$ cat src/hdl/lsvd_pkg.sv
// Shared constants, codes and result type of the LIFO stack with delete-by-value.
package lsvd_pkg;

	// Stack geometry.
	localparam int DEPTH  = 16;
	localparam int ADDR_W = (DEPTH > 1) ? $clog2(DEPTH) : 1;
	localparam int CNT_W  = $clog2(DEPTH + 1);

	// Beat field widths.
	localparam int DATA_W = 32;
	localparam int OP_W   = 2;
	localparam int STAT_W = 2;
	localparam int OCC_W  = 5;

	// Operation codes.
	localparam logic [OP_W-1:0] OP_PUSH   = 2'd0;
	localparam logic [OP_W-1:0] OP_POP    = 2'd1;
	localparam logic [OP_W-1:0] OP_DELETE = 2'd2;

	// Status codes.
	localparam logic [STAT_W-1:0] ST_DONE      = 2'd0;
	localparam logic [STAT_W-1:0] ST_FULL      = 2'd1;
	localparam logic [STAT_W-1:0] ST_EMPTY     = 2'd2;
	localparam logic [STAT_W-1:0] ST_NOT_FOUND = 2'd3;

	// One result beat.
	typedef struct packed {
		logic [STAT_W-1:0]        status;
		logic signed [DATA_W-1:0] data_out;
		logic [OCC_W-1:0]         occupancy;
	} res_t;

endpackage

$ cat src/hdl/lsvd_if.sv
// Request and response channel interfaces of the LIFO stack.
interface lsvd_req_if import lsvd_pkg::*; ();
	logic                     valid;
	logic                     ready;
	logic [OP_W-1:0]          operation;
	logic signed [DATA_W-1:0] data_in;

	modport source(output valid, output operation, output data_in, input ready);
	modport sink(input valid, input operation, input data_in, output ready);
endinterface

interface lsvd_rsp_if import lsvd_pkg::*; ();
	logic                     valid;
	logic                     ready;
	logic [STAT_W-1:0]        status;
	logic signed [DATA_W-1:0] data_out;
	logic [OCC_W-1:0]         occupancy;

	modport source(output valid, output status, output data_out, output occupancy,
		input ready);
	modport sink(input valid, input status, input data_out, input occupancy,
		output ready);
endinterface

$ cat src/hdl/lifo_stack_with_value_delete.sv
// Top level of the LIFO stack with delete-by-value: sequencer plus output register.
//
// A bounded stack of DEPTH signed 32-bit words held in one synchronous memory. Each
// request beat is a push, a pop or a delete of the topmost entry equal to the given
// value; each produces exactly one response beat with a status, the popped word and
// the occupancy afterwards. A push and an unused operation code finish in the cycle
// they are accepted, a pop waits for the memory read, and a delete issues the first
// read in the cycle it is accepted, then scans from the top down to the match and
// moves each entry above the match down one place; its pace is set by the single
// memory read port, which serves one entry a cycle.
// The result is then carried into the output register, and the sequencer takes
// the next request as soon as the previous result has moved there, even while the
// response beat still waits for the consumer.
module lifo_stack_with_value_delete import lsvd_pkg::*; (
	input  logic       clk,
	input  logic       arst_n,
	lsvd_req_if.sink   req,
	lsvd_rsp_if.source rsp
);

	logic res_valid;
	res_t res;
	logic res_take;
	logic out_valid_q;
	res_t out_q;

	lsvd_engine u_engine (
		.clk      (clk),
		.arst_n   (arst_n),
		.req      (req),
		.res_valid(res_valid),
		.res      (res),
		.res_take (res_take)
	);

	// The output register loads a finished result whenever it is empty or draining.
	assign res_take = res_valid && (!out_valid_q || rsp.ready);

	always_ff @(posedge clk or negedge arst_n) begin
		if (!arst_n) begin
			out_valid_q <= 1'b0;
		end else if (res_take) begin
			out_valid_q <= 1'b1;
		end else if (rsp.ready) begin
			out_valid_q <= 1'b0;
		end
	end

	always_ff @(posedge clk) begin
		if (res_take) begin
			out_q <= res;
		end
	end

	// Response beat.
	assign rsp.valid     = out_valid_q;
	assign rsp.status    = out_q.status;
	assign rsp.data_out  = out_q.data_out;
	assign rsp.occupancy = out_q.occupancy;

endmodule

$ cat src/hdl/lsvd_ram.sv
// Simple dual-port synchronous RAM with one write port and a registered read port.
module lsvd_ram #(
	parameter int DW = 32,
	parameter int AW = 4
) (
	input  logic          clk,
	input  logic          we,
	input  logic [AW-1:0] waddr,
	input  logic [DW-1:0] wdata,
	input  logic          re,
	input  logic [AW-1:0] raddr,
	output logic [DW-1:0] rdata
);

	logic [DW-1:0] mem [(1 << AW)];

	// Write port.
	always_ff @(posedge clk) begin
		if (we) begin
			mem[waddr] <= wdata;
		end
	end

	// Read port, registered.
	always_ff @(posedge clk) begin
		if (re) begin
			rdata <= mem[raddr];
		end
	end

endmodule

$ cat src/hdl/lsvd_engine.sv
// Sequencer that runs push, pop and delete-by-value against the stack memory.
module lsvd_engine import lsvd_pkg::*; (
	input  logic       clk,
	input  logic       arst_n,
	lsvd_req_if.sink   req,
	output logic       res_valid,
	output res_t       res,
	input  logic       res_take
);

	localparam logic [2:0] S_IDLE  = 3'd0;
	localparam logic [2:0] S_POP   = 3'd1;
	localparam logic [2:0] S_SCAN  = 3'd2;
	localparam logic [2:0] S_SHIFT = 3'd3;
	localparam logic [2:0] S_DONE  = 3'd4;

	logic [2:0]               state_q, state_d;
	logic [CNT_W-1:0]         cnt_q, cnt_d;
	logic signed [DATA_W-1:0] word_q, word_d;
	logic [ADDR_W-1:0]        addr_s1, addr_d;
	res_t                     res_q, res_d;

	logic                     we;
	logic [ADDR_W-1:0]        waddr;
	logic [DATA_W-1:0]        wdata;
	logic                     re;
	logic [ADDR_W-1:0]        raddr;
	logic [DATA_W-1:0]        rdata;
	logic [ADDR_W-1:0]        top_addr;

	lsvd_ram #(
		.DW(DATA_W),
		.AW(ADDR_W)
	) u_ram (
		.clk  (clk),
		.we   (we),
		.waddr(waddr),
		.wdata(wdata),
		.re   (re),
		.raddr(raddr),
		.rdata(rdata)
	);

	assign top_addr  = ADDR_W'(cnt_q - CNT_W'(1));
	assign req.ready = (state_q == S_IDLE);
	assign res_valid = (state_q == S_DONE);
	assign res       = res_q;

	// Next-state logic. The scan walks down from the top one entry per cycle, comparing
	// the word read last cycle while issuing the next read; the shift then moves each
	// entry above the match down one place, reading one entry while writing the previous.
	always_comb begin
		state_d = state_q;
		cnt_d   = cnt_q;
		word_d  = word_q;
		addr_d  = addr_s1;
		res_d   = res_q;
		we      = 1'b0;
		waddr   = '0;
		wdata   = word_q;
		re      = 1'b0;
		raddr   = '0;

		case (state_q)
			S_IDLE: begin
				if (req.valid) begin
					word_d         = req.data_in;
					res_d.data_out = '0;
					res_d.status   = ST_DONE;
					state_d        = S_DONE;
					case (req.operation)
						OP_PUSH: begin
							if (cnt_q == CNT_W'(DEPTH)) begin
								res_d.status = ST_FULL;
							end else begin
								we    = 1'b1;
								waddr = ADDR_W'(cnt_q);
								wdata = req.data_in;
								cnt_d = cnt_q + CNT_W'(1);
							end
						end
						OP_POP: begin
							if (cnt_q == '0) begin
								res_d.status = ST_EMPTY;
							end else begin
								re      = 1'b1;
								raddr   = top_addr;
								state_d = S_POP;
							end
						end
						OP_DELETE: begin
							if (cnt_q == '0) begin
								res_d.status = ST_NOT_FOUND;
							end else begin
								re      = 1'b1;
								raddr   = top_addr;
								addr_d  = top_addr;
								state_d = S_SCAN;
							end
						end
						default: begin
							res_d.status = ST_DONE;
						end
					endcase
				end
			end
			S_POP: begin
				res_d.data_out = rdata;
				cnt_d          = cnt_q - CNT_W'(1);
				state_d        = S_DONE;
			end
			S_SCAN: begin
				if (rdata == word_q) begin
					if (addr_s1 == top_addr) begin
						cnt_d   = cnt_q - CNT_W'(1);
						state_d = S_DONE;
					end else begin
						re      = 1'b1;
						raddr   = addr_s1 + ADDR_W'(1);
						addr_d  = addr_s1 + ADDR_W'(1);
						state_d = S_SHIFT;
					end
				end else if (addr_s1 == '0) begin
					res_d.status = ST_NOT_FOUND;
					state_d      = S_DONE;
				end else begin
					re     = 1'b1;
					raddr  = addr_s1 - ADDR_W'(1);
					addr_d = addr_s1 - ADDR_W'(1);
				end
			end
			S_SHIFT: begin
				we    = 1'b1;
				waddr = addr_s1 - ADDR_W'(1);
				wdata = rdata;
				if (addr_s1 == top_addr) begin
					cnt_d   = cnt_q - CNT_W'(1);
					state_d = S_DONE;
				end else begin
					re     = 1'b1;
					raddr  = addr_s1 + ADDR_W'(1);
					addr_d = addr_s1 + ADDR_W'(1);
				end
			end
			S_DONE: begin
				if (res_take) begin
					state_d = S_IDLE;
				end
			end
			default: begin
				state_d = S_IDLE;
			end
		endcase

		// Occupancy is sampled when the result is finished.
		if (state_d == S_DONE && state_q != S_DONE) begin
			res_d.occupancy = OCC_W'(cnt_d);
		end
	end

	// Control state.
	always_ff @(posedge clk or negedge arst_n) begin
		if (!arst_n) begin
			state_q <= S_IDLE;
			cnt_q   <= '0;
		end else begin
			state_q <= state_d;
			cnt_q   <= cnt_d;
		end
	end

	// Payload registers.
	always_ff @(posedge clk) begin
		word_q  <= word_d;
		addr_s1 <= addr_d;
		res_q   <= res_d;
	end

endmodule

$ cat src/flat_wrapper.sv
// flat-port wrapper written by rule: the top's interface ports become plain ports
module lifo_stack_with_value_delete_flat import lsvd_pkg::*;
  (clk, arst_n, req_valid, req_operation, req_data_in, req_ready, rsp_valid, rsp_status, rsp_data_out, rsp_occupancy, rsp_ready);
  lsvd_req_if req_i ();
  lsvd_rsp_if rsp_i ();
  input  logic clk;
  input  logic arst_n;
  input wire logic [$bits(req_i.valid)-1:0] req_valid;
  input wire logic [$bits(req_i.operation)-1:0] req_operation;
  input wire logic [$bits(req_i.data_in)-1:0] req_data_in;
  output wire logic [$bits(req_i.ready)-1:0] req_ready;
  output wire logic [$bits(rsp_i.valid)-1:0] rsp_valid;
  output wire logic [$bits(rsp_i.status)-1:0] rsp_status;
  output wire logic [$bits(rsp_i.data_out)-1:0] rsp_data_out;
  output wire logic [$bits(rsp_i.occupancy)-1:0] rsp_occupancy;
  input wire logic [$bits(rsp_i.ready)-1:0] rsp_ready;
  assign req_i.valid = req_valid;
  assign req_i.operation = req_operation;
  assign req_i.data_in = req_data_in;
  assign req_ready = req_i.ready;
  assign rsp_valid = rsp_i.valid;
  assign rsp_status = rsp_i.status;
  assign rsp_data_out = rsp_i.data_out;
  assign rsp_occupancy = rsp_i.occupancy;
  assign rsp_i.ready = rsp_ready;
  lifo_stack_with_value_delete u_core (.clk(clk), .arst_n(arst_n), .req(req_i), .rsp(rsp_i));
endmodule
$ cat config.mk
export PLATFORM = sky130hd
export DESIGN_NAME = lifo_stack_with_value_delete_flat
export DESIGN_NICKNAME = d
export VERILOG_FILES = /design/src/hdl/lsvd_pkg.sv /design/src/hdl/lsvd_if.sv /design/src/hdl/lifo_stack_with_value_delete.sv /design/src/hdl/lsvd_ram.sv /design/src/hdl/lsvd_engine.sv /design/src/flat_wrapper.sv
export SDC_FILE = /design/constraint.sdc
export NUM_CORES = 1
export LEC_CHECK = 0
export BUFFER_PORTS_ARGS = -buffer_cell sky130_fd_sc_hd__buf_4
export CAP_MARGIN = 10
export CORE_MARGIN = 3
export CORE_UTILIZATION = 30
export CTS_CLUSTER_DIAMETER = 150
export CTS_CLUSTER_SIZE = 10
export DETAILED_ROUTE_END_ITERATION = 6
export GPL_TIMING_DRIVEN = 0
export PLACE_DENSITY = 0.51
export SLEW_MARGIN = 20
export SYNTH_ARGS = -nofsm -noshare
export SYNTH_HDL_FRONTEND = slang
export SYNTH_SLANG_ARGS = --single-unit
$ cat constraint.sdc
create_clock -name clk -period 9.5 [get_ports clk]
set_clock_uncertainty 0.15 [all_clocks]
set_input_delay 0.95 -clock clk [delete_from_list [all_inputs] [get_ports clk]]
set_output_delay 0.95 -clock clk [all_outputs]
set_load 0.02 [all_outputs]
Word-level counts from Yosys, hierarchy flattened
Memories as Yosys holds them, arrays and structs flattened. A register that Yosys moved wholly into a read port is not among the register bits.
Cells that the tools add are included.
{"block": "word_totals", "ff_bits": 123, "ram_bits": 512, "inputBits": 38, "out_inout_bits": 41, "elab_cells": 112, "memories": 1}
{"name": "u_core.u_engine.u_ram.mem", "words": 16, "width": 32, "read_ports": 1, "rd_clocked_by_memory_dff": 1, "write_ports": 1, "line_no": "lsvd_ram.sv:15", "text": "logic [DW-1:0] mem [(1 << AW)];"}
{"block": "op_classes", "n_addsub": 4, "n_eq_ne": 17, "n_mux": 62, "reduce_logical": 17}
{"operator": "$pmux 32 s2", "count": 2}
{"operator": "$mux 32", "count": 3}
{"operator": "$mux 4", "count": 15}
{"operator": "$mux 34", "count": 1}
{"operator": "$eq 32x32->1", "count": 1}
{"operator": "$mux 5", "count": 5}
{"operator": "$mux 3", "count": 8}
{"operator": "$pmux 4 s3", "count": 2}
{"operator": "$pmux 5 s4", "count": 1}
{"operator": "$pmux 3 s5", "count": 1}
{"operator": "$mux 1", "count": 14}
{"operator": "$mux 2", "count": 4}
{"operator": "$ne 2x2->1 const B", "count": 4}
{"operator": "$pmux 4 s2", "count": 1}
{"operator": "$eq 3x2->1 const B", "count": 2}
{"operator": "$eq 3x3->1 const B", "count": 2}
{"operator": "$ne 3x3->1 const B", "count": 2}
{"operator": "$pmux 2 s3", "count": 1}
{"operator": "$pmux 3 s2", "count": 1}
{"operator": "$reduce_bool 2->1", "count": 3}
{"operator": "$add 5x1->5 const B", "count": 1}
{"operator": "$eq 5x5->1 const B", "count": 1}
{"operator": "$logic_not 5->1", "count": 1}
{"operator": "$reduce_and 5->1", "count": 1}
{"operator": "other kinds (21)", "count": 23}

Logic depth before layout (Yosys ltp)
{"block": "depth", "word_depth": 7, "ltp_mapped": 15, "depth_no_buf": 11}

Cells and area by module
A second synthesis with hierarchy kept.
{"block": "unflattened", "cells_unflattened": 1355, "area_unflattened_um2": 26271.4}
{"module": "lsvd_ram", "instances": 1, "cells_each": 838, "area_per_inst_um2": 20155.6, "seq_area_each_um2": 16335.7}
{"module": "lsvd_engine", "instances": 1, "cells_each": 474, "area_per_inst_um2": 4901.0, "seq_area_each_um2": 2452.4}
{"module": "lifo_stack_with_value_delete", "instances": 1, "cells_each": 43, "area_per_inst_um2": 1214.9, "seq_area_each_um2": 1196.1}

Least setup slack after synthesis
OpenSTA, ideal clock, no wires.
{"block": "synth_timing", "path_type": "register -> register", "from": "register u_core.u_engine.cnt_q[0]", "to": "register u_core.u_engine.u_ram.rdata[0], read port of u_core.u_engine.u_ram.mem, enable pin", "setup_time_ns": 0.466, "arrival_time_ns": 3.970, "required_ns": 8.884, "setup_slack_ns": 4.915, "stages_incl_launch_ff": 11, "path_buffers": 1, "period_less_slack_ns": 4.585, "cell_sequence": "dfrtp_1 > buf_2 > inv_1 > ha_1 > xnor2_4 > xnor2_1 > nand3b_4 > inv_1 > nand2_1 > o21ai_0 > o21ai_0"}
{"block": "synth_between", "elab_chain_len": 5, "elab_cells_between_ends": 15, "cone_classes": "add/sub (1); eq/ne (1); mux (12); reduce/logical (1)"}
{"element": "start: declaration", "line_no": "lsvd_engine.sv:18", "text": "logic [CNT_W-1:0] cnt_q, cnt_d;"}
{"element": "start signal: assignment", "line_no": "lsvd_engine.sv:168", "text": "cnt_q <= cnt_d;"}
{"element": "$sub 5x1->5 / $logic_not 5->1 (equally long branches)"}
{"element": "$eq 4x4->1 / $mux 1 (equally long branches)"}
{"element": "$mux 1 (on tied branches)"}
{"element": "$mux 1 (on tied branches)", "line_no": "lsvd_engine.sv:113, lsvd_engine.sv:66"}
{"element": "$pmux 1 s3 *", "line_no": "lsvd_engine.sv:64", "text": "case (state_q)"}
{"element": "net u_core.u_engine.re", "line_no": "lsvd_engine.sv:26", "text": "logic re;"}
{"element": "end: declaration", "line_no": "lsvd_ram.sv:12", "text": "output logic [DW-1:0] rdata"}
Mark *: on every way through the listed nets, which the timed path passes. The rest lies on a longest branch.
A chain may end at the register's enable or synchronous reset.

Worst setup path after layout
{"block": "layout_timing", "from": "register u_core.u_engine.u_ram.rdata[3], read port of u_core.u_engine.u_ram.mem", "to": "register u_core.u_engine.u_ram.rdata[30], read port of u_core.u_engine.u_ram.mem, data pin"}
{"block": "layout_between", "elab_chain_len": 3, "elab_cells_between_ends": 5, "cone_classes": "eq/ne (1); mux (4)"}
{"element": "$eq 32x32->1 *", "line_no": "lsvd_engine.sv:113", "text": "if (rdata == word_q) begin"}
{"element": "$mux 4 / $mux 1 (equally long branches)", "line_no": "lsvd_engine.sv:113"}
{"element": "$pmux 4 s3 / $pmux 1 s3 (equally long branches)", "line_no": "lsvd_engine.sv:64"}
Every way passes the cells marked *; elsewhere a longest branch is shown, timed or not.

==> results.toml <==
[die]
core_sq_um = 88900
dieArea_sq_um = 93900
rows = 109
die_y_um = 306
initial_core_util = 0.304
boundaryPins = 79
die_x_um = 306

[cts]
ctsRootBufferMaster = "clkbuf_16"
cts_tree = "done"
clk_pin_slew_ns = 0.06
clockBufferDepth = 3
cts.sinks = 667
postCtsHoldBufs = 1
cts_resized = 0
htreeDepth = 3
cts_buffers = 76
clock_latency_ns = 0.63
post_cts.repair.setup_buffers = 0

[synthesis]
synth_common_cells = "658 x edfxtp_1, 225 x nand2_1, 193 x mux2i_1"
synth_top_area_frac = 0.730
synthMostInstantiatedCell = "edfxtp_1"
synth_area_sq_um = 27100
ys_warn_count = 0
synth_area_per_cell_sq_um = 15.7
yosys.area.top_type = "edfxtp_1"
synth_enable_flop_cells = 658
async_reset_ff_frac = 0.0135
ys_seq_elements = 667
synth_flop_cell = "edfxtp_1"
ys_seq_area_frac = 0.738
synth.distinct_cells = 52
synthesis.nets = 1770
synthTopCellsByArea = "edfxtp_1 73%, mux2i_1 7.1%, nand2_1 3.1%"
synth_cells = 1721

[timing]
drv_slew = 0
tns_ns = 0
period_needed_ns = 4.91
final.period_utilization = 0.517
max_freq_mhz = 204
setup_ws_ns = 4.59
worstMarginPinSlew_ns = 0.990
finalHoldViolCount = 0
relSlewSlack = 0.340
setup_violations = 0
grt_setup_unrepaired = "no"

[global_routing]
grt_pass1_vias = 15296
grt_use_total = 0.153
overflow = 0
antenna_found_initial = 1
grt_max_degree = 24
grt_pass1_wl_mm = 105

[detailed_routing]
wl_per_cell_um = 23.7
vias_per_cell = 4.98
drtAntennaViolNets = 0
drt_wl_total_mm = 73.2
first_pass_iters = 5
drtIter0Drc = 1265
route.detailed.drc = 0
vias = 15393

[place]
dp_hpwl_mm = 50.9
gp_congestion = 0.827
post-place-ws_ns = 4.57
portBuffers = 78

[hold_path]
hold_start = "u_core.u_engine.res[5]"
holdCritPathClass = "reg -> reg"
min_path_cells = 0
hold_path_end = "u_core.rsp.data_out[0]"

[cells_and_area]
layout.nets = 1950
final_layout_size_suffix_gt1_frac = 0.137
area_growth_pct = 17.9
fin_util = 0.359

[pwr]
intPower_mw = 6.50
combPwrFrac = 0.336
p_sw_mw = 3.45
ir_worst_vdd_mv = 0.177
power_frac_seq = 0.404
sw_frac_of_total = 0.346
pwr-share-clk = 0.260
p_per_area_nw_per_um2 = 312
power_leakage_nw = 10.8

[status]
status = "complete, no violations"

[critical_path]
rr_worst_depth = 10
cp_data_required_time_ns = 9.80
cp_max_fo = 10
crit_arrival_ns = 5.22
r2r_setup_slack_ns = 4.59
startpoint_type = "flip-flop"
crit-reg2reg-launch = "u_core.u_engine.u_ram.rdata[3]"
r2r_end = "u_core.u_engine.u_ram.rdata[30]"
endpoint_kind = "flip-flop"
worst-setup-path-type = "reg -> reg"

[run]
drv_cap = 0
per-stage QoR:
step / area (sq um) / power, mW / hold slack (ns) / cells
after floorplan: 27100 / 6.08 / 0.250 / 1721
after global placement: 29100 / 7.32 / 0.254 / 2964
after detailed placement: 29800 / 7.43 / 0.255 / 2987
after CTS: 31900 / 10.0 / 0.267 / 3087
after global routing: 31900 / 10.4 / 0.270 / 3087
final: 31900 / 9.94 / 0.265 / 3088
cells by family (layout without fill, tap and decap cells):
| family | count (synthesis) | in the layout | share of synthesized area |
|---|---|---|---|
| AO/OA/AOI/OAI | 284 | 284 | 0.0780 |
| XOR/XNOR | 44 | 44 | 0.0154 |
| flip-flops | 667 | 667 | 0.738 |
| other | 0 | 1 | 0 |
| adder cells (fa/ha/maj) | 11 | 11 | 0.00508 |
| AND/OR/NAND/NOR | 407 | 407 | 0.0701 |
| buffers and inverters | 114 | 315 | 0.0212 |
| multiplexers | 194 | 194 | 0.0718 |
worst max-delay path by stage:
stage | from | end | slack, ns | cells past startpoint
final | u_core.u_engine.u_ram.rdata[3] | u_core.u_engine.u_ram.rdata[30] | 4.59 | 10
after global routing | u_core.u_engine.cnt_q[0] | u_core.u_engine.u_ram.rdata[3] | 4.46 | 13
after CTS | u_core.u_engine.u_ram.rdata[26] | u_core.u_engine.u_ram.rdata[3] | 4.65 | 10
after detailed placement | req_operation[0] | u_core.u_engine.u_ram.mem[5][16] | 4.57 | 11
after global placement | u_core.u_engine.u_ram.rdata[26] | u_core.u_engine.u_ram.rdata[12] | 1.72 | 7
after floorplan | u_core.u_engine.cnt_q[0] | u_core.u_engine.u_ram.rdata[0] | 4.91 | 10
power by group through the flow:
stage                     Clock, mW  Sequential, mW  Combinational, mW
after CTS                      2.65            4.02               3.36
after floorplan                   0            4.08               2.00
after global routing           2.76            4.05               3.57
after detailed placement          0            4.08               3.35
final                          2.59            4.02               3.34
after global placement            0            4.10               3.22
registers in the layout, summed over array words and instances, names as in the netlist:
signal                       count
u_core.u_engine.addr_s1          4
u_core.u_engine.res             39
u_core.u_engine.u_ram.mem      512
u_core.u_engine.word_q          32
u_core.rsp.valid                 1
u_core.u_engine.state_q          3
u_core.rsp.occupancy             5
u_core.rsp.data_out             32
u_core.rsp.status                2
u_core.u_engine.cnt_q            5
u_core.u_engine.u_ram.rdata     32
routing by layer:
layer | vias up | track usage | wire (um)
met4 | 0 | 0.0424 | 1340
li1 | 6961 | - | -
met3 | 82 | 0.0233 | 3950
met5 | - | 0 | 0
met1 | 7879 | 0.211 | 32900
met2 | 471 | 0.252 | 34900
layout make-up:
type	instances	area (sq um)
Antenna cell	1	2.50
Buffer	101	526
Clock buffer	94	2030
Clock inverter	5	51.3
Fill cell	8419	57000
Inverter	13	48.8
Multi-Input combinational cell	940	6650
Sequential cell	667	20000
Tap cell	1165	1460
Timing Repair Buffer	102	1160
cells in the final DEF (no fill, tap or decap), types with 9 or more instances in the layout:
cell type	instances
clkbuf_1	67
a22oi_1	36
and2_1	57
nor3_1	9
buf_4	92
a211oi_1	67
nor2_1	24
nand2_1	224
a221o_1	34
buf_12	9
a21oi_1	15
xnor2_1	40
inv_1	12
mux2i_1	193
buf_2	26
buf_16	14
a22o_1	33
o21ai_0	13
nand4_1	10
nor2_4	17
clkbuf_16	79
dfrtp_1	9
edfxtp_1	658
a31oi_1	67
ha_1	11
and2_0	41
critical path, cell delays in order, from the launching register on:
cell	delay (ns)
edfxtp_1	0.42
xnor2_1	0.54
nand4_1	0.18
nor4_2	0.76
a2111oi_1	0.23
a211oi_1	0.45
clkbuf_1	0.79
clkbuf_1	0.65
nand2_1	0.13
a31oi_1	0.21
a221o_1	0.21
No activity file was read; power rests on OpenSTA's default activity.
